<file path="config.mk">
export PLATFORM = sky130hd
export DESIGN_NAME = dir_entry_stream_parser_unit
export DESIGN_NICKNAME = d
export VERILOG_FILES = /design/src/sv/desp_pkg.sv /design/src/sv/desp_parser.sv /design/src/sv/desp_emitter.sv /design/src/sv/dir_entry_stream_parser_unit.sv
export VERILOG_INCLUDE_DIRS = /design/src /design/src/sv
export SDC_FILE = /design/constraint.sdc
export NUM_CORES = 1
export LEC_CHECK = 0
export ABC_AREA = 1
export BUFFER_PORTS_ARGS = -buffer_cell sky130_fd_sc_hd__buf_2
export CORE_MARGIN = 2
export CORE_UTILIZATION = 35
export DETAILED_ROUTE_END_ITERATION = 16
export GPL_ROUTABILITY_DRIVEN = 0
export PLACE_DENSITY = 0.62
export SLEW_MARGIN = 40
export SYNTH_ARGS = -nofsm -noshare
export SYNTH_HDL_FRONTEND = slang
export SYNTH_HIERARCHICAL = 1
export SYNTH_SLANG_ARGS = --single-unit
export TNS_END_PERCENT = 1
</file>
<file path="constraint.sdc">
create_clock -name clk_i -period 22.1 [get_ports clk_i]
set_input_delay 3.315 -clock clk_i [delete_from_list [all_inputs] [get_ports clk_i]]
set_output_delay 3.315 -clock clk_i [all_outputs]
set_load 0.01 [all_outputs]
</file>
<file path="src/sv/dir_entry_stream_parser_unit_assert.svh">
// Assertion macros for the directory entry stream parser.
// Needs clk_i and rst_ni in the scope of every use.
`ifndef DIR_ENTRY_STREAM_PARSER_UNIT_ASSERT_SVH
`define DIR_ENTRY_STREAM_PARSER_UNIT_ASSERT_SVH

// Same-cycle implication, checked out of reset.
`define DESP_ASSERT_NOW(lbl, ante, cons, msg) \
  lbl: assert property (@(posedge clk_i) disable iff (!rst_ni) (ante) |-> (cons)) \
    else $error(msg);

// Next-cycle implication, checked out of reset.
`define DESP_ASSERT_NEXT(lbl, ante, cons, msg) \
  lbl: assert property (@(posedge clk_i) disable iff (!rst_ni) (ante) |=> (cons)) \
    else $error(msg);

`endif

</file>
<file path="src/sv/desp_pkg.sv">
// Shared types, constants and helpers of the directory entry stream parser.
// No dependencies.
`default_nettype none

package desp_pkg;

  typedef enum logic [1:0] {
    KIND_START = 2'd0,
    KIND_CHAR  = 2'd1,
    KIND_END   = 2'd2,
    KIND_ERROR = 2'd3
  } kind_e;

  localparam logic [1:0] ERR_NONE  = 2'd0;
  localparam logic [1:0] ERR_TRUNC = 2'd1;
  localparam logic [1:0] ERR_BAD   = 2'd2;

  localparam int unsigned MAX_ITEMS = 5;
  localparam int unsigned CNT_W     = 3;

  localparam logic [15:0] HDR_BYTES    = 16'd8;
  localparam logic [15:0] NAME_LEN_POS = 16'd6;
  localparam logic [15:0] PAD_POS      = 16'd7;
  localparam logic [15:0] INODE_BYTES  = 16'd4;
  localparam logic [7:0]  PRINT_LO     = 8'd32;
  localparam logic [7:0]  PRINT_HI     = 8'd126;
  localparam logic [7:0]  BACKSLASH    = 8'h5C;
  localparam logic [7:0]  CHAR_X       = 8'h78;
  localparam logic [15:0] BLOCK_LEN_RESET = 16'd1024;

  typedef struct packed {
    kind_e      kind;
    logic [7:0] ch;
  } item_t;

  // Everything one byte produces, up to MAX_ITEMS items.
  typedef struct packed {
    logic [CNT_W-1:0]           cnt;
    item_t [MAX_ITEMS-1:0]      items;
    logic [31:0]                inode;
    logic [1:0]                 err_code;
    logic [15:0]                err_off;
  } bundle_t;

  // Lowercase hex digit for a nibble.
  function automatic logic [7:0] hex_digit(input logic [3:0] nib);
    if (nib < 4'd10) begin
      hex_digit = 8'h30 + {4'b0, nib};
    end else begin
      hex_digit = 8'h57 + {4'b0, nib};
    end
  endfunction

endpackage

`default_nettype wire

</file>
<file path="src/sv/desp_parser.sv">
// Record parser: header assembly, checks and name escaping, one byte per cycle while step_i is high.
// Depends on desp_pkg.
`default_nettype none

module desp_parser import desp_pkg::*; (
  input  wire logic        clk_i,
  input  wire logic        rst_ni,
  input  wire logic        step_i,       // byte accepted this cycle
  input  wire logic [7:0]  byte_i,
  input  wire logic [15:0] block_len_i,
  output bundle_t          bundle_o,
  output logic             err_seen_o
);

  logic [15:0] off_q, off_d;
  logic [15:0] rs_q, rs_d;
  logic [31:0] ino_q, ino_d;
  logic [15:0] rl_q, rl_d;
  logic [7:0]  nl_q, nl_d;
  logic        err_q, err_d;

  always_comb begin
    logic [15:0] pos;
    logic [16:0] avail;
    logic        active;
    logic        trunc;
    logic        bad;
    logic        live;
    logic [31:0] ino_base;
    logic [15:0] rl_base;
    logic [CNT_W-1:0] n;
    bundle_t     bun;

    off_d = off_q;
    rs_d  = rs_q;
    ino_d = ino_q;
    rl_d  = rl_q;
    nl_d  = nl_q;
    err_d = err_q;
    bun   = '0;
    n     = '0;

    pos    = off_q - rs_q;
    avail  = {1'b0, block_len_i} - {1'b0, rs_q};
    active = !err_q && (off_q < block_len_i);
    trunc  = !avail[16] && (avail < {1'b0, HDR_BYTES});
    bad    = (rl_q < HDR_BYTES) ||
             (!avail[16] && ({1'b0, rl_q} > avail)) ||
             ({8'b0, byte_i} > (rl_q - HDR_BYTES));
    live   = (ino_q != '0);
    ino_base = (pos == '0) ? '0 : ino_q;
    rl_base  = (pos == '0) ? '0 : rl_q;

    if (active) begin
      if (pos == '0 && trunc) begin
        err_d        = 1'b1;
        bun.cnt      = CNT_W'(1);
        bun.items[0] = '{kind: KIND_ERROR, ch: 8'h00};
        bun.err_code = ERR_TRUNC;
        bun.err_off  = rs_q;
      end else if (pos == NAME_LEN_POS && bad) begin
        err_d        = 1'b1;
        bun.cnt      = CNT_W'(1);
        bun.items[0] = '{kind: KIND_ERROR, ch: 8'h00};
        bun.err_code = ERR_BAD;
        bun.err_off  = rs_q;
      end else begin
        if (pos == '0) begin
          nl_d = '0;
        end
        ino_d = ino_base;
        rl_d  = rl_base;
        if (pos < INODE_BYTES) begin
          ino_d = ino_base | ({24'b0, byte_i} << {pos[1:0], 3'b000});
        end else if (pos < NAME_LEN_POS) begin
          rl_d = rl_base | ({8'b0, byte_i} << {pos[0], 3'b000});
        end else if (pos == NAME_LEN_POS) begin
          nl_d = byte_i;
          if (live) begin
            bun.cnt      = CNT_W'(1);
            bun.items[0] = '{kind: KIND_START, ch: 8'h00};
            bun.inode    = ino_q;
          end
        end else if (pos == PAD_POS) begin
          if (live && nl_q == '0) begin
            bun.cnt      = CNT_W'(1);
            bun.items[0] = '{kind: KIND_END, ch: 8'h00};
          end
        end else if ({1'b0, pos} < ({1'b0, HDR_BYTES} + {9'b0, nl_q})) begin
          if (live) begin
            // Escape the name byte.
            if (byte_i >= PRINT_LO && byte_i <= PRINT_HI && byte_i != BACKSLASH) begin
              bun.items[0] = '{kind: KIND_CHAR, ch: byte_i};
              n = CNT_W'(1);
            end else if (byte_i == BACKSLASH) begin
              bun.items[0] = '{kind: KIND_CHAR, ch: BACKSLASH};
              bun.items[1] = '{kind: KIND_CHAR, ch: BACKSLASH};
              n = CNT_W'(2);
            end else begin
              bun.items[0] = '{kind: KIND_CHAR, ch: BACKSLASH};
              bun.items[1] = '{kind: KIND_CHAR, ch: CHAR_X};
              bun.items[2] = '{kind: KIND_CHAR, ch: hex_digit(byte_i[7:4])};
              bun.items[3] = '{kind: KIND_CHAR, ch: hex_digit(byte_i[3:0])};
              n = CNT_W'(4);
            end
            // Close the entry on its last name byte.
            if ({1'b0, pos} == ({1'b0, PAD_POS} + {9'b0, nl_q})) begin
              bun.items[n] = '{kind: KIND_END, ch: 8'h00};
              n = n + CNT_W'(1);
            end
            bun.cnt = n;
          end
        end
        off_d = off_q + 16'd1;
        if (pos >= PAD_POS && ({1'b0, pos} + 17'd1) == {1'b0, rl_q}) begin
          rs_d = off_q + 16'd1;
        end
      end
    end
    bundle_o = bun;
  end

  assign err_seen_o = err_q;

  always_ff @(posedge clk_i or negedge rst_ni) begin
    if (!rst_ni) begin
      off_q <= '0;
      rs_q  <= '0;
      ino_q <= '0;
      rl_q  <= '0;
      nl_q  <= '0;
      err_q <= 1'b0;
    end else if (step_i) begin
      off_q <= off_d;
      rs_q  <= rs_d;
      ino_q <= ino_d;
      rl_q  <= rl_d;
      nl_q  <= nl_d;
      err_q <= err_d;
    end
  end

endmodule

`default_nettype wire

</file>
<file path="src/sv/desp_emitter.sv">
// Result register: holds one byte's items and hands them out one per cycle while m_tready_i is high.
// Depends on desp_pkg.
`default_nettype none

module desp_emitter import desp_pkg::*; (
  input  wire logic        clk_i,
  input  wire logic        rst_ni,
  input  wire logic        load_i,
  input  wire bundle_t     bundle_i,
  output logic             take_o,       // room for a new bundle this cycle
  output logic             m_tvalid_o,
  input  wire logic        m_tready_i,
  output logic [63:0]      m_tdata_o,
  output logic [1:0]       m_tuser_o,
  output logic             m_tlast_o
);

  bundle_t          bun_q;
  logic [CNT_W-1:0] idx_q;
  logic             vld_q;
  logic             last;
  item_t            cur;

  assign cur  = bun_q.items[idx_q];
  assign last = (idx_q == (bun_q.cnt - CNT_W'(1)));

  assign take_o     = !vld_q || (m_tready_i && last);
  assign m_tvalid_o = vld_q;
  assign m_tuser_o  = cur.kind;
  assign m_tlast_o  = last;
  assign m_tdata_o  = {
    6'b0,
    (cur.kind == KIND_ERROR) ? bun_q.err_off  : 16'h0000,
    (cur.kind == KIND_ERROR) ? bun_q.err_code : ERR_NONE,
    (cur.kind == KIND_CHAR)  ? cur.ch         : 8'h00,
    (cur.kind == KIND_START) ? bun_q.inode    : 32'h0
  };

  always_ff @(posedge clk_i) begin
    if (load_i) begin
      bun_q <= bundle_i;
    end
  end

  always_ff @(posedge clk_i or negedge rst_ni) begin
    if (!rst_ni) begin
      vld_q <= 1'b0;
      idx_q <= '0;
    end else if (load_i) begin
      vld_q <= 1'b1;
      idx_q <= '0;
    end else if (vld_q && m_tready_i) begin
      if (last) begin
        vld_q <= 1'b0;
      end else begin
        idx_q <= idx_q + CNT_W'(1);
      end
    end
  end

endmodule

`default_nettype wire

</file>
<file path="src/sv/dir_entry_stream_parser_unit.sv">
// Top level of the directory entry stream parser: config register, parser, result register.
// Depends on desp_pkg, desp_parser, desp_emitter and the assertion macro header.
`default_nettype none

// Takes a directory block (on-disk ext2 record layout) one byte per item on the slave
// stream and writes result items on the master stream: an entry start carrying the
// inode, the escaped name characters, an entry end, or a sticky error (truncated
// header or bad record) with the offset of the failing record. Dead entries and padding
// produce nothing. cfg_we_i loads block_length (reset 1024); write it only while idle.
// Rate: bytes stream at one per cycle while each makes zero or one item and the master
// side is ready; a byte that makes several items (up to 5: an escaped name byte plus the
// entry end) holds the slave side until they drain, since the result register hands out
// one item a cycle while m_axis_tready_i is high. tlast marks the final item caused by
// a byte. s_axis_tready_o stays low while the earlier items of a byte drain and follows
// m_axis_tready_i combinationally while the last item of a byte waits on the master side.

module dir_entry_stream_parser_unit import desp_pkg::*; (
  input  wire logic        clk_i,
  input  wire logic        rst_ni,
  input  wire logic        cfg_we_i,
  input  wire logic [15:0] cfg_wdata_i,     // block_length
  input  wire logic        s_axis_tvalid_i,
  output logic             s_axis_tready_o,
  input  wire logic [7:0]  s_axis_tdata_i,  // [7:0] byte_value
  output logic             m_axis_tvalid_o,
  input  wire logic        m_axis_tready_i,
  // [31:0] inode_number, [39:32] out_char, [41:40] error_code,
  // [57:42] error_offset, [63:58] zero
  output logic [63:0]      m_axis_tdata_o,
  output logic [1:0]       m_axis_tuser_o,  // [1:0] result_kind
  output logic             m_axis_tlast_o   // last_of_run
);

  logic [15:0] block_len_q;
  logic        take;
  logic        accept;
  logic        load;
  logic        err_seen;
  bundle_t     bundle;

  // Block length register; new value applies to the next byte.
  always_ff @(posedge clk_i or negedge rst_ni) begin
    if (!rst_ni) begin
      block_len_q <= BLOCK_LEN_RESET;
    end else if (cfg_we_i) begin
      block_len_q <= cfg_wdata_i;
    end
  end

  // Accept a byte whenever the result register is free or drains its last item now.
  assign s_axis_tready_o = take;
  assign accept          = s_axis_tvalid_i && take;
  // Only bytes that produce items occupy the result register.
  assign load            = accept && (bundle.cnt != '0);

  desp_parser u_parser (
    .clk_i       (clk_i),
    .rst_ni      (rst_ni),
    .step_i      (accept),
    .byte_i      (s_axis_tdata_i),
    .block_len_i (block_len_q),
    .bundle_o    (bundle),
    .err_seen_o  (err_seen)
  );

  desp_emitter u_emitter (
    .clk_i      (clk_i),
    .rst_ni     (rst_ni),
    .load_i     (load),
    .bundle_i   (bundle),
    .take_o     (take),
    .m_tvalid_o (m_axis_tvalid_o),
    .m_tready_i (m_axis_tready_i),
    .m_tdata_o  (m_axis_tdata_o),
    .m_tuser_o  (m_axis_tuser_o),
    .m_tlast_o  (m_axis_tlast_o)
  );

`include "dir_entry_stream_parser_unit_assert.svh"

  // Once an error is latched the parser must stay silent.
`DESP_ASSERT_NOW(a_silent_after_error, err_seen, bundle.cnt == '0, "items after sticky error")
  // An error item is always the only and final item of its byte.
`DESP_ASSERT_NOW(a_error_is_last, m_axis_tvalid_o && m_axis_tuser_o == KIND_ERROR,
  m_axis_tlast_o, "error item not last of run")
  // A byte that produces items shows its first item in the next cycle.
`DESP_ASSERT_NEXT(a_load_shows, load, m_axis_tvalid_o, "loaded items not presented")

endmodule

`default_nettype wire

</file>
==> summary.txt <==
Clocking
  – Clock-pin slew on the worst setup and hold paths: 60 ps
  – H-Tree Depth: 1
  – CTS max path bufs: 3
  – Post-CTS sizing: 0
  – Root Driver: clkbuf_16
  – Num CTS Buffers: 25
  – Num Clock Sinks: 212
  – Clk_lat worst skew: 550 ps
  – CTS tree: done
  – Hold_buf cts: 0
  – Post CTS Setup Buffer Count: 0

Layout
  – Layout net count: 2304
  – Layout cells sized above 1: 0.1106
  – Number of inserted diodes: 0
  – Area growth from synthesis to layout: 10.61%
  – Post-route cell area: 17090 um^2
  – Fill cells: 4551

Floorplan
  – Die Ht: 214.1 um
  – Initial core utilization: 0.3564
  – Die X: 214.1 um
  – Total core area: 43360 um^2
  – Die ar.: 45850 um^2
  – # rows: 76
  – Io pins: 98

Global routing
  – GRT overflow: 0
  – First-pass GRT wire length: 69.17 mm
  – Vias in the first global route: 13140
  – Gr usage total: 0.1847
  – Initial antenna violation count: 0
  – Largest net degree at the start of global routing: 63

Synth
  – Synthesis Warnings: 6
  – Syn Area/Cell: 7.300 um^2
  – FFs w/ async S/R, synth: 0.5142
  – Gate Count Post-Synth: 2117
  – Number of enable flip-flop cells after synthesis: 103
  – Top-area cell type share of the netlist area: 0.2001
  – Main synth FF type: dfrtp_1
  – Cell taking the most area after synthesis: edfxtp_1
  – Synth area leaders: edfxtp_1, dfrtp_1, nand2_1, inv_1, ha_1
  – FF+latch count, synth: 212
  – Post-Syn Area: 15450 um^2
  – Post-synthesis cell type count: 46
  – Seq/Total Area, Yosys: 0.3767

Power
  – Static Leak: 0.008455 uW
  – Pwr/cell area: 65.61 nW/um^2
  – Maximum VDD drop: 0.00005159 V

Worst setup path
  – Reg2Reg Depth: 20
  – CP Data Arrival Time: 3700 ps
  – CP max FO: 3
  – Worst path slowest cell: buf_2
  – CP Capture Type: output port
  – Cell breakdown of the critical path: buf_2 > nand2_1 > nand2_1 > buf_2
  – Startpoint class of the critical path: primary input
  – Crit Path Category: primary input to output port
  – Req. time, crit path: 18780 ps
  – Worst path max stage delay: 150 ps

Placed design
  – Area post-placement: 16270 um^2
  – Port Buffers: 91
  – HPWL after DPL: 33.60 mm

Hold path
  – Type of the worst min-delay path: flop to flop
  – Hold Path Cell Cnt: 2

Route
  – DR vias/cell: 4.941
  – Post-Route WL: 43.07 mm
  – # DRC: 0
  – First-pass detailed-route iteration total: 6
  – Post-DRT Antenna Nets: 0
  – Vias: 13750
  – Drt wl/cell: 15.48 um
  – Initial DRC count: 1211

Timing
  – Fin crit share: 0.3173
  – Worst slew pin tran: 808.3 ps
  – Maximum clock rate: 0.1426 GHz
  – RSZ-0062 raised after global routing: false
  – Final setup vio count: 0
  – Worst rel slew slack: 0.4605
  – Clock skew: 8.374 ps
  – Final Max Slew Viols: 0
  – Final hold violations: 0
  – Setup TNS: 0 ps
  – Tmin final: 7012 ps

Job
  – MaxCap Viol Count: 0

Status
  – Status: complete, no violations
==> sequential cells by signal, summed over array words and instances (netlist names) <==
| register | cells |
|---|---|
| u_parser/nl_q | 8 |
| u_parser/rl_q | 16 |
| u_parser/rs_q | 16 |
| u_emitter/bun_q | 103 |
| u_parser/off_q | 16 |
| u_emitter/m_tvalid_o | 1 |
| block_len_q | 16 |
| u_parser/err_seen_o | 1 |
| u_parser/ino_q | 32 |
| u_emitter/idx_q | 3 |
==> cell usage in the layout, fill, tap and decap left out, drive strengths merged, types with 32 or more instances in the layout <==
| master | count |
|---|---|
| o21ai | 93 |
| inv | 345 |
| nor2 | 213 |
| ha | 93 |
| nand3 | 167 |
| nand4 | 69 |
| xor2 | 32 |
| a21oi | 65 |
| dfrtp | 108 |
| nor3 | 70 |
| edfxtp | 103 |
| nand2 | 623 |
| buf | 98 |
==> path summary, 6_finish.rpt <==
check / endpoint / from / slack [ps]
worst max-delay path: s_axis_tready_o / m_axis_tready_i / 15090
worst min-delay path: u_parser/rs_q[10] / u_parser/rs_q[10] / 480
worst max register to register: u_emitter/bun_q[24] / u_parser/off_q[0] / 15900
worst min register to register: u_parser/rs_q[10] / u_parser/rs_q[10] / 480
max in group asynchronous: block_len_q[13] / rst_ni / 18250
min in group asynchronous: u_parser/ino_q[6] / rst_ni / 2810
==> power breakdown <==
group | internal (uW) | switching, uW | leakage (uW)
logic | 96.6 | 183 | 0.00568
registers | 417 | 16.3 | 0.00238
clock network | 239 | 169 | 0.000396
total | 753 | 368 | 0.00846
==> critical path, delay by kind of cell <==
| family | cells | cell delay [ps] |
|---|---|---|
| buf+inv | 2 | 250 |
| simple gates | 2 | 140 |
==> synth_stat cells, types with 2 or more instances <==
cell      count
nand3_2       8
a21oi_1      61
clkbuf_1     17
a21oi_2       3
xnor2_1      14
nor2_2       13
nor2_4       14
conb_1        2
nand2_4       4
nor2_1      184
nor3_2        8
buf_6         8
nor2_8        2
xor2_1       32
buf_4        32
and2_1        6
nand2_1     596
inv_2        19
nor3_1       62
inv_1       324
nand2_2      23
buf_2        24
nand3b_1     11
o21ai_1       7
nor4_1        2
dfrtp_1     108
o211ai_1      3
nand4_1      69
fa_1          2
o21ai_2       4
a21o_1        8
nand3_1     158
o21ai_0      82
edfxtp_1    103
ha_1         93
==> layout make-up <==
type	instances	area (um^2)	area share
clock buffers	31	668.1	0.03909
clock inverters	14	143.9	0.008418
inverters	344	1291	0.07554
multi-input cells	1499	7901	0.4622
flip-flops and latches	212	5823	0.3407
well taps	585	732.0	0.04282
repair buffers	98	534.3	0.03125
==> through the flow <==
stage | hold slack, ps | util | power, uW | setup slack, ps | std cells
2_1_floorplan | 427.9 | - | 639.3 | 10600 | 2137
3_3_place_gp | 453.2 | 0.3744 | 720.7 | 14190 | 2736
3_5_place_dp | 462.9 | 0.3753 | 724.7 | 14560 | 2738
4_1_cts | 476.7 | 0.3940 | 1137 | 15080 | 2783
5_1_grt | 502.6 | 0.3942 | 1187 | 14770 | 2783
6_report | 475.2 | 0.3942 | 1121 | 15090 | 2783
==> per-layer routing <==
metal	part of all wire	global-route usage
met2	0.46	0.3049
met4	0.019	0.04815
met1	0.47	0.2546
met5	0	0
met3	0.057	0.02511
==> cell families (layout without fill, tap and decap cells) <==
kind of cell	after synthesis	count (layout)	synth area share
buffers and inverters	426	487	0.1181
other	2	22	0.0004859
AND/OR/NAND/NOR	1164	1164	0.3404
AO/OA/AOI/OAI	172	172	0.06040
adder cells (fa/ha/maj)	95	95	0.07788
XOR/XNOR	46	46	0.02607
flip-flops	212	212	0.3767
Power figures use the tool's default switching activity.
